<file path="config.mk">
export PLATFORM = sky130hd
export DESIGN_NAME = dwt_analysis_filter_bank_unit
export DESIGN_NICKNAME = d
export VERILOG_FILES = /design/src/dwt_pkg.sv /design/src/dwt_window.sv /design/src/dwt_mac.sv /design/src/dwt_analysis_filter_bank_unit.sv
export VERILOG_INCLUDE_DIRS = /design/src /design/src/src
export SDC_FILE = /design/constraint.sdc
export NUM_CORES = 2
export LEC_CHECK = 0
export ABC_AREA = 1
export CAP_MARGIN = 25
export CORE_MARGIN = 2
export CORE_UTILIZATION = 63
export DETAILED_ROUTE_END_ITERATION = 16
export DONT_BUFFER_PORTS = 1
export PLACE_DENSITY = 0.9
export SLEW_MARGIN = 20
export SYNTH_ARGS = -nofsm -noshare
export SYNTH_HDL_FRONTEND = slang
export SYNTH_HIERARCHICAL = 1
export SYNTH_SLANG_ARGS = --single-unit
</file>
<file path="constraint.sdc">
create_clock -name clk_i -period 18.83 [get_ports clk_i]
set_input_delay 2.8245 -clock clk_i [delete_from_list [all_inputs] [get_ports clk_i]]
set_output_delay 2.8245 -clock clk_i [all_outputs]
set_load 0.02 [all_outputs]
</file>
<file path="src/dwt_analysis_filter_bank_unit_assert.svh">
// Assertion macros for the wavelet analysis filter bank.
// Used by the top level only; it must provide clk_i and rst_ni.
`ifndef DWT_ANALYSIS_FILTER_BANK_UNIT_ASSERT_SVH
`define DWT_ANALYSIS_FILTER_BANK_UNIT_ASSERT_SVH

// same-cycle implication
`define DWT_ASSERT_NOW(lbl, ante, cons, msg) \
  lbl: assert property (@(posedge clk_i) disable iff (!rst_ni) (ante) |-> (cons)) \
    else $error(msg);

// next-cycle implication
`define DWT_ASSERT_NEXT(lbl, ante, cons, msg) \
  lbl: assert property (@(posedge clk_i) disable iff (!rst_ni) (ante) |=> (cons)) \
    else $error(msg);

`endif

</file>
<file path="src/dwt_pkg.sv">
// Shared constants, types and register codes of the wavelet analysis filter bank.
// No dependencies.
package dwt_pkg;

  localparam int TAP_BITS        = 16;
  localparam int FRAC_BITS       = 14;
  localparam int OUT_BITS        = 20;
  localparam int CFG_DATA_W      = 64;
  localparam int CFG_IDX_W       = 3;
  localparam int TAP_CNT_W       = 4;
  localparam int NUM_COEF        = 8;
  localparam int TAPS_PER_REG    = 4;
  localparam int DEF_MAX_TAPS    = 8;
  localparam int DEF_SAMPLE_BITS = 16;

  localparam logic [CFG_IDX_W-1:0] REG_TAP_COUNT  = 3'd0;
  localparam logic [CFG_IDX_W-1:0] REG_LO_FIRST   = 3'd1;
  localparam logic [CFG_IDX_W-1:0] REG_LO_SECOND  = 3'd2;
  localparam logic [CFG_IDX_W-1:0] REG_HI_FIRST   = 3'd3;
  localparam logic [CFG_IDX_W-1:0] REG_HI_SECOND  = 3'd4;

  localparam logic [TAP_CNT_W-1:0]  RST_TAP_COUNT = 4'd2;
  localparam logic [CFG_DATA_W-1:0] RST_LO_FIRST  = 64'd759246145;
  localparam logic [CFG_DATA_W-1:0] RST_LO_SECOND = 64'd0;
  localparam logic [CFG_DATA_W-1:0] RST_HI_FIRST  = 64'd759288511;
  localparam logic [CFG_DATA_W-1:0] RST_HI_SECOND = 64'd0;

  typedef logic signed [TAP_BITS-1:0] coef_t;

  typedef struct packed {
    logic clear;
    logic mul_en;
  } mac_ctl_t;

endpackage

</file>
<file path="src/dwt_window.sv">
// Sample delay line with fill count and phase; decides whether a pair is due.
// Depends on dwt_pkg.
module dwt_window #(
  parameter int MAX_TAPS    = dwt_pkg::DEF_MAX_TAPS,
  parameter int SAMPLE_BITS = dwt_pkg::DEF_SAMPLE_BITS
) (
  input  logic                                clk_i,
  input  logic                                rst_ni,
  input  logic                                push_i,
  input  logic                                last_i,
  input  logic signed [SAMPLE_BITS-1:0]       sample_i,
  input  logic [$clog2(MAX_TAPS+1)-1:0]       taps_i,
  input  logic [$clog2(MAX_TAPS)-1:0]         rd_addr_i,
  output logic signed [SAMPLE_BITS-1:0]       rd_data_o,
  output logic                                pair_o
);
  import dwt_pkg::*;

  localparam int TC_W = $clog2(MAX_TAPS+1);

  logic signed [SAMPLE_BITS-1:0] win_q [MAX_TAPS];
  logic [TC_W-1:0] fill_q, fill_d, fill_inc;
  logic            phase_q, phase_d, phase_inc;

  always_ff @(posedge clk_i) begin
    if (push_i) begin
      win_q[0] <= sample_i;
      for (int j = 1; j < MAX_TAPS; j++) begin
        win_q[j] <= win_q[j-1];
      end
    end
  end

  assign rd_data_o = win_q[rd_addr_i];

  always_comb begin
    fill_inc  = (fill_q == TC_W'(MAX_TAPS)) ? fill_q : fill_q + TC_W'(1);
    phase_inc = ~phase_q;
    pair_o    = (fill_inc >= taps_i) && (phase_inc == taps_i[0]);
    fill_d    = fill_q;
    phase_d   = phase_q;
    if (push_i) begin
      fill_d  = last_i ? '0 : fill_inc;
      phase_d = last_i ? 1'b0 : phase_inc;
    end
  end

  always_ff @(posedge clk_i or negedge rst_ni) begin
    if (!rst_ni) begin
      fill_q  <= '0;
      phase_q <= 1'b0;
    end else begin
      fill_q  <= fill_d;
      phase_q <= phase_d;
    end
  end

endmodule

</file>
<file path="src/dwt_mac.sv">
// Shared multiply-accumulate pair for the low-pass and high-pass sums,
// with round-half-up and 20-bit saturation. Depends on dwt_pkg.
module dwt_mac #(
  parameter int SAMPLE_BITS = dwt_pkg::DEF_SAMPLE_BITS
) (
  input  logic                                 clk_i,
  input  logic                                 rst_ni,
  input  dwt_pkg::mac_ctl_t                    ctl_i,
  input  logic signed [SAMPLE_BITS-1:0]        sample_i,
  input  dwt_pkg::coef_t                       coef_lo_i,
  input  dwt_pkg::coef_t                       coef_hi_i,
  output logic signed [dwt_pkg::OUT_BITS-1:0]  approx_o,
  output logic signed [dwt_pkg::OUT_BITS-1:0]  detail_o
);
  import dwt_pkg::*;

  localparam int PROD_W = SAMPLE_BITS + TAP_BITS;
  localparam int ACC_W  = PROD_W + 3;
  localparam logic signed [ACC_W:0] RND_HALF = (ACC_W+1)'(1 << (FRAC_BITS-1));
  localparam logic signed [ACC_W:0] SAT_HI   = (ACC_W+1)'((1 << (OUT_BITS-1)) - 1);
  localparam logic signed [ACC_W:0] SAT_LO   = -SAT_HI - (ACC_W+1)'(1);

  logic signed [PROD_W-1:0] prod_lo_q, prod_hi_q;
  logic signed [ACC_W-1:0]  acc_lo_q, acc_hi_q;
  logic                     prod_v_q;

  function automatic logic signed [OUT_BITS-1:0] rnd_sat(input logic signed [ACC_W-1:0] a);
    logic signed [ACC_W:0] t;
    logic signed [ACC_W:0] q;
    t = $signed({a[ACC_W-1], a}) + RND_HALF;
    q = t >>> FRAC_BITS;
    if (q > SAT_HI) q = SAT_HI;
    if (q < SAT_LO) q = SAT_LO;
    return OUT_BITS'(q);
  endfunction

  always_ff @(posedge clk_i) begin
    if (ctl_i.mul_en) begin
      prod_lo_q <= PROD_W'(sample_i) * PROD_W'(coef_lo_i);
      prod_hi_q <= PROD_W'(sample_i) * PROD_W'(coef_hi_i);
    end
    if (ctl_i.clear) begin
      acc_lo_q <= '0;
      acc_hi_q <= '0;
    end else if (prod_v_q) begin
      acc_lo_q <= acc_lo_q + ACC_W'(prod_lo_q);
      acc_hi_q <= acc_hi_q + ACC_W'(prod_hi_q);
    end
  end

  always_ff @(posedge clk_i or negedge rst_ni) begin
    if (!rst_ni) begin
      prod_v_q <= 1'b0;
    end else begin
      prod_v_q <= ctl_i.mul_en & ~ctl_i.clear;
    end
  end

  assign approx_o = rnd_sat(acc_lo_q);
  assign detail_o = rnd_sat(acc_hi_q);

endmodule

</file>
<file path="src/dwt_analysis_filter_bank_unit.sv">
// Single-level wavelet analysis stage: one sample per beat in, at most one
// approx/detail result per sample out. A sample that completes an even-aligned
// window of T taps keeps the block busy for accept, the shared multiplier pair's
// walk over the taps, accumulate flush, round and load (held while out_stall_i
// keeps a full output register); a last sample without a pair only for the load.
// The result sits in an output register, so the next sample is taken while it
// waits. Depends on dwt_pkg, dwt_window, dwt_mac and the assertion header.
module dwt_analysis_filter_bank_unit #(
  parameter int MAX_TAPS    = dwt_pkg::DEF_MAX_TAPS,
  parameter int SAMPLE_BITS = dwt_pkg::DEF_SAMPLE_BITS
) (
  input  logic                                  clk_i,
  input  logic                                  rst_ni,
  input  logic                                  in_valid_i,
  output logic                                  in_stall_o,
  input  logic signed [SAMPLE_BITS-1:0]         sample_i,
  input  logic                                  last_sample_i,
  output logic                                  out_valid_o,
  input  logic                                  out_stall_i,
  output logic signed [dwt_pkg::OUT_BITS-1:0]   approx_o,
  output logic signed [dwt_pkg::OUT_BITS-1:0]   detail_o,
  output logic                                  pair_valid_o,
  output logic                                  end_of_signal_o,
  input  logic                                  cfg_valid_i,
  output logic                                  cfg_ready_o,
  input  logic [dwt_pkg::CFG_IDX_W-1:0]         cfg_index_i,
  input  logic [dwt_pkg::CFG_DATA_W-1:0]        cfg_data_i
);
  import dwt_pkg::*;

  `include "dwt_analysis_filter_bank_unit_assert.svh"

  localparam int TC_W  = $clog2(MAX_TAPS+1);
  localparam int IDX_W = $clog2(MAX_TAPS);

  typedef enum logic [3:0] {
    ST_IDLE  = 4'b0001,
    ST_MAC   = 4'b0010,
    ST_FLUSH = 4'b0100,
    ST_DONE  = 4'b1000
  } state_e;

  state_e state_q, state_d;

  logic [TAP_CNT_W-1:0]  tc_q;
  logic [CFG_DATA_W-1:0] lo_first_q, lo_second_q, hi_first_q, hi_second_q;
  coef_t                 lo_coef [NUM_COEF];
  coef_t                 hi_coef [NUM_COEF];

  logic [TC_W-1:0]  taps_cl, taps_q, rd_full;
  logic [IDX_W-1:0] k_q, k_d, rd_addr;
  logic             pair_q, pair_d, last_q, last_d;
  logic             in_acc, pair_now, out_load;
  logic signed [SAMPLE_BITS-1:0] win_s;
  logic signed [OUT_BITS-1:0]    mac_approx, mac_detail;
  mac_ctl_t                      mac_ctl;

  logic                       out_valid_q;
  logic signed [OUT_BITS-1:0] approx_q, detail_q;
  logic                       pair_out_q, eos_q;

  // configuration
  assign cfg_ready_o = 1'b1;

  always_ff @(posedge clk_i or negedge rst_ni) begin
    if (!rst_ni) begin
      tc_q        <= RST_TAP_COUNT;
      lo_first_q  <= RST_LO_FIRST;
      lo_second_q <= RST_LO_SECOND;
      hi_first_q  <= RST_HI_FIRST;
      hi_second_q <= RST_HI_SECOND;
    end else if (cfg_valid_i && cfg_ready_o) begin
      case (cfg_index_i)
        REG_TAP_COUNT: tc_q        <= cfg_data_i[TAP_CNT_W-1:0];
        REG_LO_FIRST:  lo_first_q  <= cfg_data_i;
        REG_LO_SECOND: lo_second_q <= cfg_data_i;
        REG_HI_FIRST:  hi_first_q  <= cfg_data_i;
        REG_HI_SECOND: hi_second_q <= cfg_data_i;
        default: ;
      endcase
    end
  end

  always_comb begin
    for (int i = 0; i < TAPS_PER_REG; i++) begin
      lo_coef[i]                = lo_first_q[i*TAP_BITS +: TAP_BITS];
      lo_coef[i+TAPS_PER_REG]   = lo_second_q[i*TAP_BITS +: TAP_BITS];
      hi_coef[i]                = hi_first_q[i*TAP_BITS +: TAP_BITS];
      hi_coef[i+TAPS_PER_REG]   = hi_second_q[i*TAP_BITS +: TAP_BITS];
    end
  end

  always_comb begin
    if (tc_q == '0) begin
      taps_cl = TC_W'(1);
    end else if (tc_q > TAP_CNT_W'(MAX_TAPS)) begin
      taps_cl = TC_W'(MAX_TAPS);
    end else begin
      taps_cl = TC_W'(tc_q);
    end
  end

  // sequencer
  assign in_stall_o = (state_q != ST_IDLE);
  assign in_acc     = in_valid_i && !in_stall_o;
  assign out_load   = (state_q == ST_DONE) && (!out_valid_q || !out_stall_i);

  assign rd_full = taps_q - TC_W'(k_q) - TC_W'(1);
  assign rd_addr = rd_full[IDX_W-1:0];

  assign mac_ctl.clear  = in_acc;
  assign mac_ctl.mul_en = (state_q == ST_MAC);

  always_comb begin
    state_d = state_q;
    k_d     = k_q;
    pair_d  = pair_q;
    last_d  = last_q;
    case (state_q)
      ST_IDLE: begin
        if (in_acc) begin
          pair_d = pair_now;
          last_d = last_sample_i;
          k_d    = '0;
          if (pair_now) begin
            state_d = ST_MAC;
          end else if (last_sample_i) begin
            state_d = ST_DONE;
          end
        end
      end
      ST_MAC: begin
        if (TC_W'(k_q) == taps_q - TC_W'(1)) begin
          state_d = ST_FLUSH;
        end else begin
          k_d = k_q + IDX_W'(1);
        end
      end
      ST_FLUSH: state_d = ST_DONE;
      ST_DONE: begin
        if (out_load) begin
          state_d = ST_IDLE;
        end
      end
      default: state_d = ST_IDLE;
    endcase
  end

  always_ff @(posedge clk_i or negedge rst_ni) begin
    if (!rst_ni) begin
      state_q <= ST_IDLE;
      k_q     <= '0;
      pair_q  <= 1'b0;
      last_q  <= 1'b0;
    end else begin
      state_q <= state_d;
      k_q     <= k_d;
      pair_q  <= pair_d;
      last_q  <= last_d;
    end
  end

  always_ff @(posedge clk_i) begin
    if (in_acc) begin
      taps_q <= taps_cl;
    end
  end

  dwt_window #(
    .MAX_TAPS    (MAX_TAPS),
    .SAMPLE_BITS (SAMPLE_BITS)
  ) u_win (
    .clk_i     (clk_i),
    .rst_ni    (rst_ni),
    .push_i    (in_acc),
    .last_i    (last_sample_i),
    .sample_i  (sample_i),
    .taps_i    (taps_cl),
    .rd_addr_i (rd_addr),
    .rd_data_o (win_s),
    .pair_o    (pair_now)
  );

  dwt_mac #(
    .SAMPLE_BITS (SAMPLE_BITS)
  ) u_mac (
    .clk_i     (clk_i),
    .rst_ni    (rst_ni),
    .ctl_i     (mac_ctl),
    .sample_i  (win_s),
    .coef_lo_i (lo_coef[3'(k_q)]),
    .coef_hi_i (hi_coef[3'(k_q)]),
    .approx_o  (mac_approx),
    .detail_o  (mac_detail)
  );

  // output register
  always_ff @(posedge clk_i or negedge rst_ni) begin
    if (!rst_ni) begin
      out_valid_q <= 1'b0;
    end else if (out_load) begin
      out_valid_q <= 1'b1;
    end else if (!out_stall_i) begin
      out_valid_q <= 1'b0;
    end
  end

  always_ff @(posedge clk_i) begin
    if (out_load) begin
      approx_q   <= pair_q ? mac_approx : '0;
      detail_q   <= pair_q ? mac_detail : '0;
      pair_out_q <= pair_q;
      eos_q      <= last_q;
    end
  end

  assign out_valid_o     = out_valid_q;
  assign approx_o        = approx_q;
  assign detail_o        = detail_q;
  assign pair_valid_o    = pair_out_q;
  assign end_of_signal_o = eos_q;

  `DWT_ASSERT_NOW(a_mac_in_range, state_q == ST_MAC, (TC_W'(k_q) < taps_q) && pair_q,
                  "tap walk past tap count")
  `DWT_ASSERT_NOW(a_empty_is_eos, out_valid_o && !pair_valid_o, end_of_signal_o,
                  "empty result without end of signal")
  `DWT_ASSERT_NEXT(a_last_gives_result, in_acc && last_sample_i,
                   state_q == ST_MAC || state_q == ST_DONE,
                   "last sample did not start a result")
  `DWT_ASSERT_NEXT(a_quiet_sample, in_acc && !pair_now && !last_sample_i,
                   state_q == ST_IDLE, "sample without pair left idle")

endmodule
</file>
==> flow_summary.json <==
{
  "syn_nets": 7285,
  "place_congestion": 0.956,
  "crit_required_ns": 19.26,
  "wl_um": 138000,
  "yosys_warnings": 6,
  "drc": 0,
  "cts_max_level": 2,
  "grt_first_pass_wirelength_um": 221000,
  "min_path_type": "flip-flop to flip-flop",
  "setup-tns-final_ns": 0,
  "synthTopCellsByArea": "fa_1, edfxtp_1, nand2_1",
  "ctsResizeCount": 0,
  "syn_area_mm2": 0.0510,
  "critPathKind": "flip-flop to flip-flop",
  "max_freq_mhz": 101,
  "ios": 134,
  "tightest_slew_ns": 1.13,
  "grt_antenna_before_repair": 10,
  "dpl.hpwl_um": 99300,
  "synth_seq_cells": 584,
  "rsz0062_at_grt": "no",
  "vias": 42600,
  "status": "complete, no violations",
  "layout_min_cycle_time_ns": 9.87,
  "setup_viol": 0,
  "coreArea_mm2": 0.0803,
  "yosys_most_used_dff": "dfrtp_1",
  "synth_edf_count": 238,
  "grt_pass1_vias": 43690,
  "cts_tree": "yes",
  "dieWidth_um": 288,
  "arrival_ns": 10.30,
  "drv_slew": 0,
  "synthArstFlopShare_pct": 47.3,
  "layout-drive-gt1-share_pct": 3.55,
  "rows": 104,
  "worstPathMaxFanout": 69,
  "worstSkewPairLatency_ns": 0.67,
  "ys_types": 52,
  "nets": 7115,
  "hold_viol_final": 0,
  "clk_pin_slew_ns": 0.07,
  "clockBufferDepth": 3,
  "syn2layout_area_growth_pct": 4.98,
  "grtUsageTotal_pct": 33.6,
  "cts_buffers": 61,
  "clock-sinks": 584,
  "start_kind": "flip-flop",
  "skew_ns": 0.0534,
  "cp-end-kind": "flip-flop",
  "post_synth.cell_area_avg_um2": 7.93,
  "die_y_um": 288,
  "initial_utilization_pct": 63.5,
  "dieArea_mm2": 0.0832,
  "grt_overflow": 0,
  "yosysSeqAreaShare_pct": 30.4,
  "drt_pre_antenna_iters": 6,
  "ant_nets": 0,
  "maxCapViolations": 0,
  "synth_top_area_cell": "fa_1",
  "port_buffers": 0,
  "grt_max_degree": 277,
  "fin_crit_sh_pct": 52.4,
  "cp_slowest_stage_delay_ns": 0.60,
  "hold_buffers": 0,
  "avgViaCountPerCell": 5.77,
  "slew-limit-headroom_pct": 24.5,
  "clock-root-buffer": "clkbuf_16",
  "syn-instance-count": 6426,
  "wl_per_cell_um": 18.7,
  "drt-initial-drc-count": 4702,
  "synth_top_area_share_pct": 20.7,
  "critPathSlowestCell": "fa_1",
  "post_cts_buffers": 0
}
-- worst paths after layout --
path,from,endpoint,slack (ns),depth (start not counted)
setup / recovery,k_q[1],u_mac/prod_hi_q[22],8.96,31
hold / removal,u_win/win_q[3][13],u_win/win_q[4][13],0.43,0
setup reg to reg,k_q[1],u_mac/prod_hi_q[22],8.96,31
hold reg to reg,u_win/win_q[3][13],u_win/win_q[4][13],0.43,0
max in group asynchronous,rst_ni,hi_first_q[5],16.56,0
min in group asynchronous,rst_ni,lo_second_q[36],1.85,0
-- per-stage QoR --
stage | hold WS (ns) | instance area, um2 | instances | util [%] | setup slack (ns)
floorplan | 0.423 | 51000 | 6426 | - | 8.97
global placement | 0.428 | 51300 | 7250 | 63.9 | 9.68
detailed placement | 0.433 | 51300 | 7250 | 63.9 | 9.49
CTS | 0.433 | 53400 | 7366 | 66.5 | 9.36
global route | 0.456 | 53500 | 7378 | 66.6 | 8.72
finish | 0.435 | 53500 | 7378 | 66.6 | 8.96
-- critical path: cells and delay by family (launching register included) --
| kind | cells | cell delay (ns) |
|---|---|---|
| AO/OA/AOI/OAI | 1 | 0.09 |
| XOR/XNOR | 1 | 0.33 |
| adder cells (fa/ha/maj) | 8 | 4.02 |
| buffers and inverters | 11 | 3.16 |
| flip-flops | 1 | 0.33 |
| AND/OR/NAND/NOR | 10 | 1.54 |
-- synthesized netlist by cell type, types with 32 or more instances --
| library cell | number |
|---|---|
| o21ai_1 | 56 |
| buf_2 | 32 |
| dfxtp_1 | 70 |
| nor2_1 | 454 |
| o21ai_0 | 461 |
| edfxtp_1 | 238 |
| dfrtp_1 | 245 |
| xnor2_1 | 34 |
| nand2_1 | 1670 |
| fa_1 | 527 |
| inv_1 | 1373 |
| clkbuf_1 | 197 |
| nand4_1 | 40 |
| xor2_1 | 99 |
| a21oi_1 | 195 |
| ha_1 | 243 |
| nand3_1 | 200 |
| o22ai_1 | 64 |
-- placed cells by master, fill, tap and decap left out, drive strengths merged, types with 2 or more instances in the layout --
master	synthesis	layout
a31o	3	3
bufinv	0	5
inv	1382	1389
a21o	13	13
nand4	40	40
fa	527	527
nand2	1674	1674
nand3b	9	9
xnor2	34	34
xor2	99	99
o22ai	64	64
a21boi	7	7
clkinvlp	0	2
ha	243	243
o211ai	4	4
dfxtp	70	70
clkinv	0	15
diode	0	9
dfrtp	245	245
dfstp	31	31
nor2	458	458
clkbuf	199	87
nor4	8	8
o21ai	517	517
a221oi	2	2
a31oi	5	5
a211oi	2	2
nand3	201	201
nor3	37	37
a21oi	202	202
o21bai	21	21
or2	8	8
o21a	2	2
o221ai	5	5
buf	74	40
edfxtp	238	238
-- cell families after synthesis --
family	after synthesis	share of synthesized area, %
other cells	1	0.00736
buf+inv	1655	12.7
simple gates	2435	19.0
xor+xnor	133	2.29
flops	584	30.4
compound gates	848	8.87
fa+ha+maj	770	26.7
-- final cells by class --
class / count / area, um2
diodes: 9 / 22.5
repair buffers: 40 / 337
flip-flops and latches: 584 / 15500
multi-input cells: 4187 / 29000
fillers: 5960 / 26800
inverters: 1382 / 5190
well taps: 1060 / 1330
clock buffers: 87 / 1750
clock inverters: 29 / 339
-- flip-flops by register name (all words and copies together) (netlist names), 3 cells and up --
signal / count
taps_q: 4
u_win/win_q: 128
tc_q: 4
hi_second_q: 64
lo_first_q: 64
detail_o: 20
approx_o: 20
u_win/fill_q: 4
u_mac/acc_lo_q: 35
hi_first_q: 64
u_mac/prod_lo_q: 32
k_q: 3
u_mac/acc_hi_q: 35
lo_second_q: 64
state_q: 4
u_mac/prod_hi_q: 32
-- metal layers --
metal  vias up  global-route usage [%]  routed length (um)
met5         -                       0                  16
met4         2                    17.5                7810
met3       559                    6.41               13800
met2      2447                    55.4               64800
met1     20355                    42.3               51800
li1      19237                       -                   -
Power is not shown: default switching activity piles up to over one toggle a cycle in this logic, so the estimate is an artifact.
